[src/rtl/ctq_pkg.sv]
// Shared types, register codes and reset values for the capacitive touch qualifier.
package ctq_pkg;

  localparam int unsigned PinW    = 6;
  localparam int unsigned TimeW   = 32;
  localparam int unsigned RegIdxW = 2;

  typedef enum logic [RegIdxW-1:0] {
    RegEnable         = 2'd0,
    RegSensedPin      = 2'd1,
    RegTouchThreshold = 2'd2,
    RegReleaseHoldoff = 2'd3
  } ctq_reg_e;

  localparam logic             EnableRst    = 1'b0;
  localparam logic [PinW-1:0]  SensedPinRst = 6'd22;
  localparam logic [TimeW-1:0] ThresholdRst = 32'd10000;
  localparam logic [TimeW-1:0] HoldoffRst   = 32'd2000000;

  typedef struct packed {
    logic             enable;
    logic [PinW-1:0]  sensed_pin;
    logic [TimeW-1:0] touch_threshold;
    logic [TimeW-1:0] release_holdoff;
  } ctq_cfg_t;

  typedef struct packed {
    logic [PinW-1:0]  pin;
    logic             level;
    logic [TimeW-1:0] timestamp;
  } ctq_evt_t;

endpackage

[src/rtl/ctq_if.sv]
// Handshake interfaces for the edge event, result and configuration channels.
interface ctq_evt_if import ctq_pkg::*; ();
  logic             valid;
  logic             ready;
  logic [PinW-1:0]  pin;
  logic             level;
  logic [TimeW-1:0] timestamp;

  modport source (output valid, pin, level, timestamp, input ready);
  modport sink   (input valid, pin, level, timestamp, output ready);
endinterface

interface ctq_res_if import ctq_pkg::*; ();
  logic             valid;
  logic             ready;
  logic [TimeW-1:0] peak_charge_time;

  modport source (output valid, peak_charge_time, input ready);
  modport sink   (input valid, peak_charge_time, output ready);
endinterface

interface ctq_cfg_if import ctq_pkg::*; ();
  logic               valid;
  logic               ready;
  logic [RegIdxW-1:0] index;
  logic [TimeW-1:0]   data;

  modport source (output valid, index, data, input ready);
  modport sink   (input valid, index, data, output ready);
endinterface

[src/rtl/ctq_cfg_regs.sv]
// Configuration register file of the capacitive touch qualifier.
module ctq_cfg_regs import ctq_pkg::*; (
  input  logic      clk_i,
  input  logic      rst_ni,
  ctq_cfg_if.sink   cfg_i,
  output ctq_cfg_t  cfg_o
);

  ctq_cfg_t cfg_q, cfg_d;

  assign cfg_i.ready = 1'b1;

  always_comb begin
    cfg_d = cfg_q;
    if (cfg_i.valid) begin
      unique case (ctq_reg_e'(cfg_i.index))
        RegEnable:         cfg_d.enable          = cfg_i.data[0];
        RegSensedPin:      cfg_d.sensed_pin      = cfg_i.data[PinW-1:0];
        RegTouchThreshold: cfg_d.touch_threshold = cfg_i.data;
        RegReleaseHoldoff: cfg_d.release_holdoff = cfg_i.data;
        default:           cfg_d = cfg_q;
      endcase
    end
  end

  always_ff @(posedge clk_i or negedge rst_ni) begin
    if (!rst_ni) begin
      cfg_q.enable          <= EnableRst;
      cfg_q.sensed_pin      <= SensedPinRst;
      cfg_q.touch_threshold <= ThresholdRst;
      cfg_q.release_holdoff <= HoldoffRst;
    end else begin
      cfg_q <= cfg_d;
    end
  end

  assign cfg_o = cfg_q;

endmodule

[src/rtl/ctq_in_reg.sv]
// Input register that captures one edge event word.
module ctq_in_reg import ctq_pkg::*; (
  input  logic      clk_i,
  input  logic      rst_ni,
  ctq_evt_if.sink   evt_i,
  input  logic      advance_i,
  output logic      valid_o,
  output ctq_evt_t  evt_o
);

  logic     valid_q, valid_d;
  ctq_evt_t evt_q, evt_d;
  logic     take;

  // take a new word when empty or when the held word moves on this cycle
  assign evt_i.ready = !valid_q || advance_i;
  assign take        = evt_i.valid && evt_i.ready;

  always_comb begin
    valid_d = valid_q;
    evt_d   = evt_q;
    if (take) begin
      valid_d         = 1'b1;
      evt_d.pin       = evt_i.pin;
      evt_d.level     = evt_i.level;
      evt_d.timestamp = evt_i.timestamp;
    end else if (advance_i) begin
      valid_d = 1'b0;
    end
  end

  always_ff @(posedge clk_i or negedge rst_ni) begin
    if (!rst_ni) begin
      valid_q <= 1'b0;
    end else begin
      valid_q <= valid_d;
    end
  end

  always_ff @(posedge clk_i) begin
    evt_q <= evt_d;
  end

  assign valid_o = valid_q;
  assign evt_o   = evt_q;

endmodule

[src/rtl/ctq_eval.sv]
// Edge qualification, charge time measurement and touch state tracking.
module ctq_eval import ctq_pkg::*; (
  input  logic             clk_i,
  input  logic             rst_ni,
  input  ctq_cfg_t         cfg_i,
  input  logic             valid_i,
  input  ctq_evt_t         evt_i,
  input  logic             advance_i,
  output logic             emit_o,
  output logic [TimeW-1:0] peak_o
);

  logic             last_level_q, last_level_d;
  logic [TimeW-1:0] start_q, start_d;
  logic             touched_q, touched_d;
  logic [TimeW-1:0] peak_q, peak_d;
  logic [TimeW-1:0] release_q, release_d;

  logic             hit;
  logic [TimeW-1:0] charge;
  logic             now_touched;
  logic [TimeW:0]   limit;
  logic             emit;

  // an event counts only when enabled, on the sensed pin and at a new level
  assign hit = valid_i && advance_i && cfg_i.enable &&
               (evt_i.pin == cfg_i.sensed_pin) && (evt_i.level != last_level_q);

  assign charge      = evt_i.timestamp - start_q;
  assign now_touched = charge > cfg_i.touch_threshold;
  assign limit       = {1'b0, release_q} + {1'b0, cfg_i.release_holdoff};

  always_comb begin
    last_level_d = last_level_q;
    start_d      = start_q;
    touched_d    = touched_q;
    peak_d       = peak_q;
    release_d    = release_q;
    emit         = 1'b0;
    if (hit) begin
      last_level_d = evt_i.level;
      if (!evt_i.level) begin
        start_d = evt_i.timestamp;
      end else if (start_q != '0) begin
        if (now_touched != touched_q) begin
          touched_d = now_touched;
          if (!now_touched) begin
            emit      = limit < {1'b0, evt_i.timestamp};
            release_d = evt_i.timestamp;
          end else begin
            peak_d = '0;
          end
        end
        // a new touch clears the peak, so a charge above threshold always wins
        if (now_touched && ((touched_q ? peak_q : '0) < charge)) begin
          peak_d = charge;
        end
      end
    end
  end

  always_ff @(posedge clk_i or negedge rst_ni) begin
    if (!rst_ni) begin
      last_level_q <= 1'b0;
      start_q      <= '0;
      touched_q    <= 1'b0;
      peak_q       <= '0;
      release_q    <= '0;
    end else begin
      last_level_q <= last_level_d;
      start_q      <= start_d;
      touched_q    <= touched_d;
      peak_q       <= peak_d;
      release_q    <= release_d;
    end
  end

  assign emit_o = emit;
  assign peak_o = peak_q;

  a_emit_on_release : assert property (@(posedge clk_i) disable iff (!rst_ni)
    emit |=> ($past(touched_q) && !touched_q && (release_q == $past(evt_i.timestamp))))
    else $error("result emitted without a touch release");

  a_start_on_fall : assert property (@(posedge clk_i) disable iff (!rst_ni)
    !$stable(start_q) |-> $past(hit && !evt_i.level))
    else $error("start time changed outside a falling edge");

  a_level_on_hit : assert property (@(posedge clk_i) disable iff (!rst_ni)
    !$stable(last_level_q) |-> $past(hit))
    else $error("last level changed without a qualified edge");

  a_touch_needs_start : assert property (@(posedge clk_i) disable iff (!rst_ni)
    (!$stable(touched_q) || !$stable(release_q)) |-> $past(hit && evt_i.level && start_q != '0))
    else $error("touch state changed without a measured rising edge");

endmodule

[src/rtl/ctq_out_reg.sv]
// Result register that holds one peak word until the receiver takes it.
module ctq_out_reg import ctq_pkg::*; (
  input  logic             clk_i,
  input  logic             rst_ni,
  input  logic             load_i,
  input  logic [TimeW-1:0] peak_i,
  output logic             free_o,
  ctq_res_if.source        res_o
);

  logic             valid_q, valid_d;
  logic [TimeW-1:0] peak_q, peak_d;

  assign free_o = !valid_q || res_o.ready;

  always_comb begin
    valid_d = valid_q;
    peak_d  = peak_q;
    if (load_i) begin
      valid_d = 1'b1;
      peak_d  = peak_i;
    end else if (res_o.ready) begin
      valid_d = 1'b0;
    end
  end

  always_ff @(posedge clk_i or negedge rst_ni) begin
    if (!rst_ni) begin
      valid_q <= 1'b0;
    end else begin
      valid_q <= valid_d;
    end
  end

  always_ff @(posedge clk_i) begin
    peak_q <= peak_d;
  end

  assign res_o.valid            = valid_q;
  assign res_o.peak_charge_time = peak_q;

  a_no_overwrite : assert property (@(posedge clk_i) disable iff (!rst_ni)
    load_i |-> free_o)
    else $error("result word overwritten before it was taken");

endmodule

[src/rtl/capacitive_touch_qualifier.sv]
// Top level of the capacitive touch qualifier.
//
// Usage:
//   evt_i  carries edge event words (pin, level, timestamp) from the sense pin.
//   res_o  carries one peak charge time word for each reported touch release.
//   cfg_i  writes the enable, sensed pin, touch threshold and release holdoff
//          registers by index; it is always ready and takes effect next cycle.
// Timing:
//   An event word is captured in the input register and evaluated against the
//   touch state once the output register is free; a result word is then loaded
//   into the output register, which drives res_o.valid.
//   One event word per cycle is accepted while results drain; the single
//   path from input register to output register sets that rate.
// Reset:
//   rst_ni clears both registers' valid flags and the touch state; the
//   configuration returns to disabled, pin 22, threshold 10000, holdoff 2000000.
// Stall:
//   When res_o.ready is low and a result is held, the input register holds its
//   word and evt_i.ready drops once that register is full; nothing is lost.
module capacitive_touch_qualifier import ctq_pkg::*; (
  input  logic       clk_i,
  input  logic       rst_ni,
  ctq_evt_if.sink    evt_i,
  ctq_res_if.source  res_o,
  ctq_cfg_if.sink    cfg_i
);

  ctq_cfg_t         cfg;
  ctq_evt_t         evt;
  logic             evt_valid;
  logic             out_free;
  logic             advance;
  logic             emit;
  logic [TimeW-1:0] peak;

  // advance the held event only when the result register can take a word
  assign advance = evt_valid && out_free;

  ctq_cfg_regs u_cfg_regs (
    .clk_i  (clk_i),
    .rst_ni (rst_ni),
    .cfg_i  (cfg_i),
    .cfg_o  (cfg)
  );

  ctq_in_reg u_in_reg (
    .clk_i     (clk_i),
    .rst_ni    (rst_ni),
    .evt_i     (evt_i),
    .advance_i (advance),
    .valid_o   (evt_valid),
    .evt_o     (evt)
  );

  ctq_eval u_eval (
    .clk_i     (clk_i),
    .rst_ni    (rst_ni),
    .cfg_i     (cfg),
    .valid_i   (evt_valid),
    .evt_i     (evt),
    .advance_i (advance),
    .emit_o    (emit),
    .peak_o    (peak)
  );

  ctq_out_reg u_out_reg (
    .clk_i  (clk_i),
    .rst_ni (rst_ni),
    .load_i (emit),
    .peak_i (peak),
    .free_o (out_free),
    .res_o  (res_o)
  );

endmodule

[src/flat_wrapper.sv]
// flat-port wrapper written by rule: the top's interface ports become plain ports
module capacitive_touch_qualifier_flat import ctq_pkg::*;
  (clk_i, rst_ni, evt_i_valid, evt_i_pin, evt_i_level, evt_i_timestamp, evt_i_ready, res_o_valid, res_o_peak_charge_time, res_o_ready, cfg_i_valid, cfg_i_index, cfg_i_data, cfg_i_ready);
  ctq_evt_if evt_i_i ();
  ctq_res_if res_o_i ();
  ctq_cfg_if cfg_i_i ();
  input  logic clk_i;
  input  logic rst_ni;
  input wire logic [$bits(evt_i_i.valid)-1:0] evt_i_valid;
  input wire logic [$bits(evt_i_i.pin)-1:0] evt_i_pin;
  input wire logic [$bits(evt_i_i.level)-1:0] evt_i_level;
  input wire logic [$bits(evt_i_i.timestamp)-1:0] evt_i_timestamp;
  output wire logic [$bits(evt_i_i.ready)-1:0] evt_i_ready;
  output wire logic [$bits(res_o_i.valid)-1:0] res_o_valid;
  output wire logic [$bits(res_o_i.peak_charge_time)-1:0] res_o_peak_charge_time;
  input wire logic [$bits(res_o_i.ready)-1:0] res_o_ready;
  input wire logic [$bits(cfg_i_i.valid)-1:0] cfg_i_valid;
  input wire logic [$bits(cfg_i_i.index)-1:0] cfg_i_index;
  input wire logic [$bits(cfg_i_i.data)-1:0] cfg_i_data;
  output wire logic [$bits(cfg_i_i.ready)-1:0] cfg_i_ready;
  assign evt_i_i.valid = evt_i_valid;
  assign evt_i_i.pin = evt_i_pin;
  assign evt_i_i.level = evt_i_level;
  assign evt_i_i.timestamp = evt_i_timestamp;
  assign evt_i_ready = evt_i_i.ready;
  assign res_o_valid = res_o_i.valid;
  assign res_o_peak_charge_time = res_o_i.peak_charge_time;
  assign res_o_i.ready = res_o_ready;
  assign cfg_i_i.valid = cfg_i_valid;
  assign cfg_i_i.index = cfg_i_index;
  assign cfg_i_i.data = cfg_i_data;
  assign cfg_i_ready = cfg_i_i.ready;
  capacitive_touch_qualifier u_core (.clk_i(clk_i), .rst_ni(rst_ni), .evt_i(evt_i_i), .res_o(res_o_i), .cfg_i(cfg_i_i));
endmodule
[config.mk]
export PLATFORM = sky130hd
export DESIGN_NAME = capacitive_touch_qualifier_flat
export DESIGN_NICKNAME = d
export VERILOG_FILES = /design/src/rtl/ctq_pkg.sv /design/src/rtl/ctq_if.sv /design/src/rtl/ctq_cfg_regs.sv /design/src/rtl/ctq_in_reg.sv /design/src/rtl/ctq_eval.sv /design/src/rtl/ctq_out_reg.sv /design/src/rtl/capacitive_touch_qualifier.sv /design/src/flat_wrapper.sv
export SDC_FILE = /design/constraint.sdc
export NUM_CORES = 1
export LEC_CHECK = 0
export ABC_AREA = 1
export BUFFER_PORTS_ARGS = -buffer_cell sky130_fd_sc_hd__buf_2
export CAP_MARGIN = 25
export CORE_AREA = 4 4 124 245
export CTS_CLUSTER_SIZE = 20
export DETAILED_ROUTE_END_ITERATION = 10
export DIE_AREA = 0 0 128 249
export PLACE_DENSITY = 0.82
export SYNTH_ARGS = -nofsm -noshare
export SYNTH_HDL_FRONTEND = slang
export SYNTH_HIERARCHICAL = 1
export SYNTH_SLANG_ARGS = --single-unit
[constraint.sdc]
create_clock -name clk_i -period 5.8 [get_ports clk_i]
set_input_delay 0.87 -clock clk_i [delete_from_list [all_inputs] [get_ports clk_i]]
set_output_delay 0.87 -clock clk_i [all_outputs]
set_load 0.01 [all_outputs]
==> qor.txt, run 1 <==
cells along the critical path = ha_1 -> nand2_1 -> nor2_1 -> nor3b_2 -> nand2_2 -> nand2_2 -> a21boi_0 -> o21ai_0 -> nand2_1 -> nand2_1 -> xor2_1 -> inv_1 -> ha_1 -> nand2_1 -> or3_1 -> nor3_1 -> nand4_4 -> nand2_4 -> nand2_4 -> nand2_1 -> o21ai_2
Core ar. = 28,600 sq um
power per cell area = 264 nW/um^2
Clock Sink Count = 242
number of I/O port buffers = 111
multi-input gate area in the final layout = 7680 sq um
slowest CP cell = sky130_fd_sc_hd__nand2_4
clock buffer depth = 3
timing-limited maximum frequency = 0.190 GHz
Tightest Hold Check Type = input port to async pin
vias after detailed routing = 12,972
Remaining Overflow, GRT = 0
max-slew headroom at the worst pin = 41.1%
critical path endpoint category = flip-flop
Worst R2R Start = u_core/u_in_reg/evt_o[16]$_DFFE_PP_
worst hold-check slack = 0.407 ns
most area-consuming cells after synthesis = sky130_fd_sc_hd__dfrtp_1 (25%), sky130_fd_sc_hd__edfxtp_1 (14%), sky130_fd_sc_hd__nand2_1 (13%)
per-cell via count in the routed design = 5.49
CTS tree = yes
post-cts repair resize count = 0
Worst Skew = 0.0271 ns
fraction of final layout cells sized beyond drive strength 1 = 11.7%
Yosys warnings = 6
biggest area consumer among synthesized cells = sky130_fd_sc_hd__dfrtp_1
via count of the first global-routing pass = 12,764
post-synthesis async set-or-reset flop share = 70.7%
synthesized area per cell = 8.19 sq um
count of distinct cell types in the synthesized netlist = 56
net count of the mapped netlist = 2,127
detail-routed net length per standard cell = 16.5 um
number of enable-type register cells in the synthesized netlist = 71
Worst Slack Setup Final = 0.549 ns
Starting Density = 54.2%
final standard cell area without fillers = 17,100 sq um
leakage power of the design = 9.14 nW
core occupancy in the finished layout = 59.6%
kind of start point of the critical path = flip-flop
number of DRC violations after detailed-routing iteration 0 = 939
Antenna Violating Nets Remaining = 0
final weighted congestion of routability-driven global placement = 0.946
level count of the clock H-tree = 1
wire length of the first global-routing pass = 64,000 um
cell type with the highest occurrence count on the critical path = sky130_fd_sc_hd__nand2_1
max_cap viols = 0
post-synthesis instance area = 15,500 sq um
sequential cell area fraction in the yosys report = 41.5%
worst slack at placement = 0.580 ns
data arrival time at the worst-slack endpoint = 5.63 ns
cts-stage hold buffer count = 0
post-CTS setup buffer count = 0
final setup fails = 0
result of the run = finished clean
final-layout fill cell count = 2,515
final wirelength = 38,900 um
total routing resource utilization after global routing = 24.7%
Syn-to-layout area delta = 10.1%
class of the most critical setup path = flip-flop to flip-flop
final routed DRC violation total = 0
die span in y = 249 um
final critical-path share of the clock period = 90.5%
clock slew seen by the registers of the worst setup and hold paths = 0.07 ns
number of placed I/O pins = 113
Die Outline Area = 31,900 sq um
startpoint of the most critical setup path = u_core/u_in_reg/evt_o[16]$_DFFE_PP_
count of endpoints failing hold in the final timing report = 0
Crit path buffers/inverters = 1
transition time of the tightest slew-check pin = 0.876 ns
total number of placement rows = 88
setup repair after global routing missed its margin = no
initial antenna violation count = 0
sum of negative setup slack = 0 ns
sequential cell area = 6430 sq um
net total in the final layout = 2,218
top cell type's share of synthesized area = 25.2%
Worst-Skew Late Latency = 0.54 ns
worst-case vdd ir drop = 0.000248 V
Pre-Repair DR Iteration Count = 5
Most used DFF post-synth = sky130_fd_sc_hd__dfrtp_1
number of max-slew violations in the final report = 0
number of instances in the synthesized netlist = 1,894
Req. time, crit path = 6.18 ns
number of clock buffers inserted by TritonCTS = 22
die width = 128 um
shortest period the worst path allows = 5.25 ns
largest fanout of any net on the critical path = 64
Placed Instance Area = 16,300 sq um
placed wire-length estimate after detailed placement = 30,100 um
cell family contributing the most delay on the critical path = simple AND/OR/NAND/NOR gates
Clock Root Buffer = sky130_fd_sc_hd__clkbuf_16
Slowest Stage Delay on Critical Path = 0.46 ns
number of synthesized register bits = 242
maximum number of pins on one net before global-route repair = 84
diode count = 0
[registers in the layout, indices dropped and copies added, names as in the netlist]
register and flops:
u_core/u_cfg_regs/cfg_o 71, u_core/u_in_reg/evt_o 39, u_core/u_eval/peak_o 32, u_core/u_eval/release_q 32, u_core/u_eval/start_q 32, u_core/u_out_reg/res_o.peak_charge_time 32
u_core/u_eval/last_level_q 1, u_core/u_eval/touched_q 1, u_core/u_in_reg/valid_o 1, u_core/u_out_reg/res_o.valid 1
[kinds of logic (layout without fill, tap and decap cells)]
group / Yosys count / after routing / share of synthesized area (%)
compound gates: 257 / 257 / 9.74
fa+ha+maj: 155 / 155 / 12.6
other cells: 1 / 1 / 0.0242
flops: 242 / 242 / 41.5
simple gates: 841 / 841 / 23.8
xor+xnor: 56 / 56 / 3.16
buf+inv: 342 / 449 / 9.18
[cell type report]
class,instances,share of cell area [%]
Multi-Input combinational cell,1310,45.0
Sequential cell,242,37.7
Inverter,283,6.22
Timing Repair Buffer,126,4.03
Clock buffer,31,3.66
Tap cell,360,2.64
Clock inverter,9,0.792
[power breakdown]
part,internal [W],total [W],switching [W]
Sequential,0.00188,0.00196,0.0000793
Combinational,0.000361,0.00101,0.000650
Clock,0.000889,0.00153,0.000638
Total,0.00313,0.00450,0.00137
[final timing paths]
| path | end | slack, ns | cells past startpoint |
|---|---|---|---|
| min in group clk_i | u_core/u_cfg_regs/cfg_o[41]$_DFFE_PN1P_ | 0.47 | 2 |
| worst max register to register | u_core/u_eval/release_q[18]$_DFFE_PN0P_ | 0.55 | 21 |
| worst max-delay path | u_core/u_eval/release_q[18]$_DFFE_PN0P_ | 0.55 | 21 |
| worst min register to register | u_core/u_cfg_regs/cfg_o[41]$_DFFE_PN1P_ | 0.47 | 2 |
| max in group asynchronous | u_core/u_cfg_regs/cfg_o[49]$_DFFE_PN0P_ | 4.24 | 2 |
| worst min-delay path | u_core/u_eval/peak_o[0]$_DFFE_PN0P_ | 0.41 | 1 |
[cell usage after synthesis (4+ instances only)]
| cell | n |
|---|---|
| sky130_fd_sc_hd__a211oi_1 | 10 |
| sky130_fd_sc_hd__a21o_1 | 5 |
| sky130_fd_sc_hd__a21oi_1 | 101 |
| sky130_fd_sc_hd__a31oi_1 | 9 |
| sky130_fd_sc_hd__buf_2 | 28 |
| sky130_fd_sc_hd__buf_4 | 4 |
| sky130_fd_sc_hd__buf_6 | 12 |
| sky130_fd_sc_hd__clkbuf_1 | 12 |
| sky130_fd_sc_hd__dfrtp_1 | 156 |
| sky130_fd_sc_hd__dfstp_2 | 15 |
| sky130_fd_sc_hd__edfxtp_1 | 71 |
| sky130_fd_sc_hd__ha_1 | 153 |
| sky130_fd_sc_hd__inv_1 | 280 |
| sky130_fd_sc_hd__nand2_1 | 537 |
| sky130_fd_sc_hd__nand2_2 | 11 |
| sky130_fd_sc_hd__nand2_4 | 5 |
| sky130_fd_sc_hd__nand3_1 | 52 |
| sky130_fd_sc_hd__nand4_1 | 89 |
| sky130_fd_sc_hd__nor2_1 | 66 |
| sky130_fd_sc_hd__nor2_2 | 5 |
| sky130_fd_sc_hd__nor3_1 | 50 |
| sky130_fd_sc_hd__nor4_1 | 13 |
| sky130_fd_sc_hd__o21a_1 | 5 |
| sky130_fd_sc_hd__o21ai_0 | 64 |
| sky130_fd_sc_hd__o21ai_1 | 19 |
| sky130_fd_sc_hd__o21ai_2 | 18 |
| sky130_fd_sc_hd__xnor2_1 | 15 |
| sky130_fd_sc_hd__xor2_1 | 41 |
[stage by stage]
step	total power [W]	cells
global placement	0.00297	2321
finish	0.00450	2361
global route	0.00476	2361
detailed placement	0.00299	2321
floorplan	0.00271	1894
CTS	0.00453	2361
[cells in the final DEF (no fill, tap or decap), drive strengths merged, types with 2 or more instances in the layout]
cell type  netlist  routed
clkbuf          12      31
xnor2           15      15
o221a            2       2
o21ai          101     101
xor2            41      41
buf             47     126
a211oi          10      10
o221ai           3       3
bufinv           0       3
o211ai           2       2
a31oi            9       9
nor3            50      50
fa               2       2
edfxtp          71      71
o31ai            3       3
inv            282     283
dfstp           15      15
o21a             5       5
clkinv           1       5
or2              3       3
nand4           90      90
nor2            71      71
o21bai           4       4
nor3b            2       2
a21o             5       5
nand3           55      55
dfrtp          156     156
a21boi           5       5
or3              2       2
nor4            13      13
o2111ai          2       2
a21oi          103     103
nand2          553     553
ha             153     153
[worst reg2reg max path, stage by stage, from the launching register on]
cell and delay, ns:
sky130_fd_sc_hd__edfxtp_1 0.41, sky130_fd_sc_hd__ha_1 0.38, sky130_fd_sc_hd__nand2_1 0.10, sky130_fd_sc_hd__nor2_1 0.25
sky130_fd_sc_hd__nor3b_2 0.23, sky130_fd_sc_hd__nand2_2 0.11, sky130_fd_sc_hd__nand2_2 0.11, sky130_fd_sc_hd__a21boi_0 0.13
sky130_fd_sc_hd__o21ai_0 0.33, sky130_fd_sc_hd__nand2_1 0.16, sky130_fd_sc_hd__nand2_1 0.13, sky130_fd_sc_hd__xor2_1 0.26
sky130_fd_sc_hd__inv_1 0.08, sky130_fd_sc_hd__ha_1 0.29, sky130_fd_sc_hd__nand2_1 0.07, sky130_fd_sc_hd__or3_1 0.45
sky130_fd_sc_hd__nor3_1 0.32, sky130_fd_sc_hd__nand4_4 0.18, sky130_fd_sc_hd__nand2_4 0.28, sky130_fd_sc_hd__nand2_4 0.47
sky130_fd_sc_hd__nand2_1 0.29, sky130_fd_sc_hd__o21ai_2 0.07
[per-layer routing]
layer / share of wire [%] / wire (um) / global-route usage (%) / vias to the layer above
li1: - / - / - / 6444
met1: 41 / 16100 / 32.4 / 6080
met2: 50 / 19600 / 42.7 / 390
met3: 5.4 / 2110 / 2.70 / 58
met4: 2.7 / 1060 / 7.13 / 0
met5: 0 / 0 / 0 / -
Note: power is estimated with default switching activity, not from simulation.
==> run 2: changes to the inputs <==
Settings changed: CORE_AREA 4 4 124 245 to 2 2 122 243, DIE_AREA 0 0 128 249 to 0 0 124 245.
==> run 2 against run 1 <==
Net effect: sequential cell count did not move; via count is 0.31% higher; clock skew down 0.0090 ns; routed wire length fell by 0.62%; worst setup slack got worse by 0.0035 ns; die area shrank 4.7%; global-route usage is 1.8 points higher; cell area up 0.27%; fmax barely moved; critical path depth unchanged; clock power grew 5%; count of clock-buffer cells in the layout is 1 lower.
==> qor.txt, run 2 (same netlist as run 1, synthesis figures left out) <==
post-cts repair resize count = 0 (unchanged)
final standard cell area without fillers = 17,100 sq um (about the same)
commonest cells after routing, fill and taps aside = sky130_fd_sc_hd__nand2_1 (537), sky130_fd_sc_hd__inv_1 (280), sky130_fd_sc_hd__dfrtp_1 (156), sky130_fd_sc_hd__ha_1 (153), sky130_fd_sc_hd__buf_2 (110) (unchanged)
shortest period the worst path allows = 5.26 ns (was 5.25 ns)
final-layout fill cell count = 2,574 (was 2,515)
max-slew headroom at the worst pin = 36.0% (was 41.1%)
Die Outline Area = 30,400 sq um (was 31,900 sq um)
net total in the final layout = 2,219 (was 2,218)
fraction of final layout cells sized beyond drive strength 1 = 11.7% (about the same)
setup repair after global routing missed its margin = no (unchanged)
Remaining Overflow, GRT = 0 (unchanged)
final weighted congestion of routability-driven global placement = 1.01 (was 0.946)
class of the most critical setup path = flip-flop to flip-flop (unchanged)
relative contribution of combinational cells to total power = 22.0% (was 22.5%)
flip-flop count of the largest register after layout = 71 (unchanged)
total routing resource utilization after global routing = 26.5% (was 24.7%)
per-cell via count in the routed design = 5.50 (was 5.49)
die span in y = 245 um (was 249 um)
worst-case vdd ir drop = 0.000283 V (was 0.000248 V)
post-CTS setup buffer count = 0 (unchanged)
final wirelength = 38,700 um (was 38,900 um)
diode count = 0 (unchanged)
final critical-path share of the clock period = 90.6% (was 90.5%)
power share of the sequential group = 42.8% (was 43.6%)
reg-to-reg setup timing slack = 0.54 ns (was 0.55 ns)
initial antenna violation count = 0 (unchanged)
Placed Instance Area = 16,300 sq um (about the same)
final routed DRC violation total = 0 (unchanged)
power after layout = 0.00459 W (was 0.00450 W)
Req. time, crit path = 6.19 ns (was 6.18 ns)
number of placed I/O pins = 113 (unchanged)
maximum number of pins on one net before global-route repair = 90 (was 84)
core occupancy in the finished layout = 59.8% (was 59.6%)
largest fanout of any net on the critical path = 64 (unchanged)
total placed cells including tap cells = 2,320 (was 2,321)
Pre-Repair DR Iteration Count = 5 (unchanged)
power per cell area = 268 nW/um^2 (was 264 nW/um^2)
count of endpoints failing hold in the final timing report = 0 (unchanged)
total number of placement rows = 88 (unchanged)
max_cap viols = 0 (unchanged)
cts-stage hold buffer count = 0 (unchanged)
detail-routed net length per standard cell = 16.4 um (was 16.5 um)
Core ar. = 28,600 sq um (unchanged)
clock slew seen by the registers of the worst setup and hold paths = 0.07 ns (about the same)
Clock Root Buffer = sky130_fd_sc_hd__clkbuf_16 (unchanged)
Antenna Violating Nets Remaining = 0 (unchanged)
number of DRC violations after detailed-routing iteration 0 = 976 (was 939)
number of non-filler instances in the completed layout = 2,364 (was 2,361)
transition time of the tightest slew-check pin = 0.960 ns (was 0.876 ns)
Tightest Hold Check Type = input port to async pin (unchanged)
result of the run = finished clean (unchanged)
clock buffer depth = 3 (unchanged)
placed wire-length estimate after detailed placement = 29,600 um (was 30,100 um)
number of max-slew violations in the final report = 0 (unchanged)
Worst-Skew Late Latency = 0.54 ns (about the same)
data arrival time at the worst-slack endpoint = 5.65 ns (was 5.63 ns)
leakage power of the design = 9.15 nW (was 9.14 nW)
Syn-to-layout area delta = 10.4% (was 10.1%)
level count of the clock H-tree = 1 (unchanged)
number of I/O port buffers = 111 (unchanged)
timing-limited maximum frequency = 0.190 GHz (about the same)
sum of negative setup slack = 0 ns (unchanged)
via count of the first global-routing pass = 12,796 (was 12,764)
power spent charging and discharging nets = 0.00140 W (was 0.00137 W)
CTS tree = yes (unchanged)
Starting Density = 54.2% (unchanged)
Clk pwr share = 35.1% (was 33.9%)
kind of start point of the critical path = flip-flop (unchanged)
Worst Skew = 0.0181 ns (was 0.0271 ns)
wire length of the first global-routing pass = 63,600 um (was 64,000 um)
most common cell after layout, fill and taps aside = sky130_fd_sc_hd__nand2_1 (unchanged)
critical path endpoint category = flip-flop (unchanged)
vias after detailed routing = 13,012 (was 12,972)
die width = 124 um (was 128 um)
cell internal power dissipation = 0.00318 W (was 0.00313 W)
final setup fails = 0 (unchanged)
Switching Share = 30.6% (was 30.4%)
number of clock buffers inserted by TritonCTS = 24 (was 22)
Clock Sink Count = 242 (unchanged)
[run 2: layer usage]
layer	global-route usage, %	up-vias	wire length, um
met4	10.4	0	1500
met1	34.4	6074	15900
met3	2.07	83	1990
met2	45.4	398	19300
met5	0	-	0
li1	-	6457	-
[run 2: critical path, stage by stage, from the launching register on]
cell	delay, ns
sky130_fd_sc_hd__edfxtp_1	0.42
sky130_fd_sc_hd__ha_1	0.40
sky130_fd_sc_hd__nand2_1	0.08
sky130_fd_sc_hd__nor2_1	0.24
sky130_fd_sc_hd__nor3b_2	0.24
sky130_fd_sc_hd__nand2_2	0.10
sky130_fd_sc_hd__nand2_2	0.11
sky130_fd_sc_hd__a21boi_0	0.14
sky130_fd_sc_hd__o21ai_0	0.35
sky130_fd_sc_hd__nand2_1	0.12
sky130_fd_sc_hd__nand2_1	0.11
sky130_fd_sc_hd__xor2_1	0.27
sky130_fd_sc_hd__inv_1	0.08
sky130_fd_sc_hd__ha_1	0.29
sky130_fd_sc_hd__nand2_1	0.08
sky130_fd_sc_hd__or3_1	0.44
sky130_fd_sc_hd__nor3_1	0.34
sky130_fd_sc_hd__nand4_4	0.18
sky130_fd_sc_hd__nand2_4	0.28
sky130_fd_sc_hd__nand2_4	0.47
sky130_fd_sc_hd__nand2_1	0.25
sky130_fd_sc_hd__o21ai_2	0.07
[run 2: path summary, 6_finish.rpt]
check | from | to | depth (start not counted)
max in group asynchronous | rst_ni | u_core/u_cfg_regs/cfg_o[28]$_DFFE_PN0P_ | 2
setup / recovery | u_core/u_in_reg/evt_o[14]$_DFFE_PP_ | u_core/u_eval/release_q[19]$_DFFE_PN0P_ | 21
hold reg to reg | u_core/u_cfg_regs/cfg_o[36]$_DFFE_PN1P_ | u_core/u_cfg_regs/cfg_o[36]$_DFFE_PN1P_ | 2
hold / removal | rst_ni | u_core/u_eval/peak_o[16]$_DFFE_PN0P_ | 1
setup reg to reg | u_core/u_in_reg/evt_o[14]$_DFFE_PP_ | u_core/u_eval/release_q[19]$_DFFE_PN0P_ | 21
min in group clk_i | u_core/u_cfg_regs/cfg_o[36]$_DFFE_PN1P_ | u_core/u_cfg_regs/cfg_o[36]$_DFFE_PN1P_ | 2
[run 2: cell type report]
| cell class | count | area, sq um | share of cell area, % |
|---|---|---|---|
| Clock buffer | 30 | 654 | 3.82 |
| Clock inverter | 14 | 159 | 0.929 |
| Inverter | 283 | 1060 | 6.21 |
| Multi-Input combinational cell | 1310 | 7680 | 44.9 |
| Sequential cell | 242 | 6430 | 37.6 |
| Tap cell | 360 | 450 | 2.63 |
| Timing Repair Buffer | 125 | 679 | 3.97 |
[run 2: through the flow]
stage	setup slack [ns]	hold slack, ns
2_1_floorplan	0.288	0.442
3_3_place_gp	0.728	0.455
3_5_place_dp	0.565	0.455
4_1_cts	0.537	0.418
5_1_grt	0.0695	0.465
6_report	0.545	0.402
[run 2: power groups by stage]
| stage | registers [W] | logic [W] | clock network (W) |
|---|---|---|---|
| floorplan | 0.00197 | 0.000739 | 0 |
| global placement | 0.00199 | 0.000973 | 0 |
| detailed placement | 0.00200 | 0.000998 | 0 |
| CTS | 0.00196 | 0.00101 | 0.00164 |
| global route | 0.00198 | 0.00115 | 0.00171 |
| finish | 0.00196 | 0.00101 | 0.00161 |
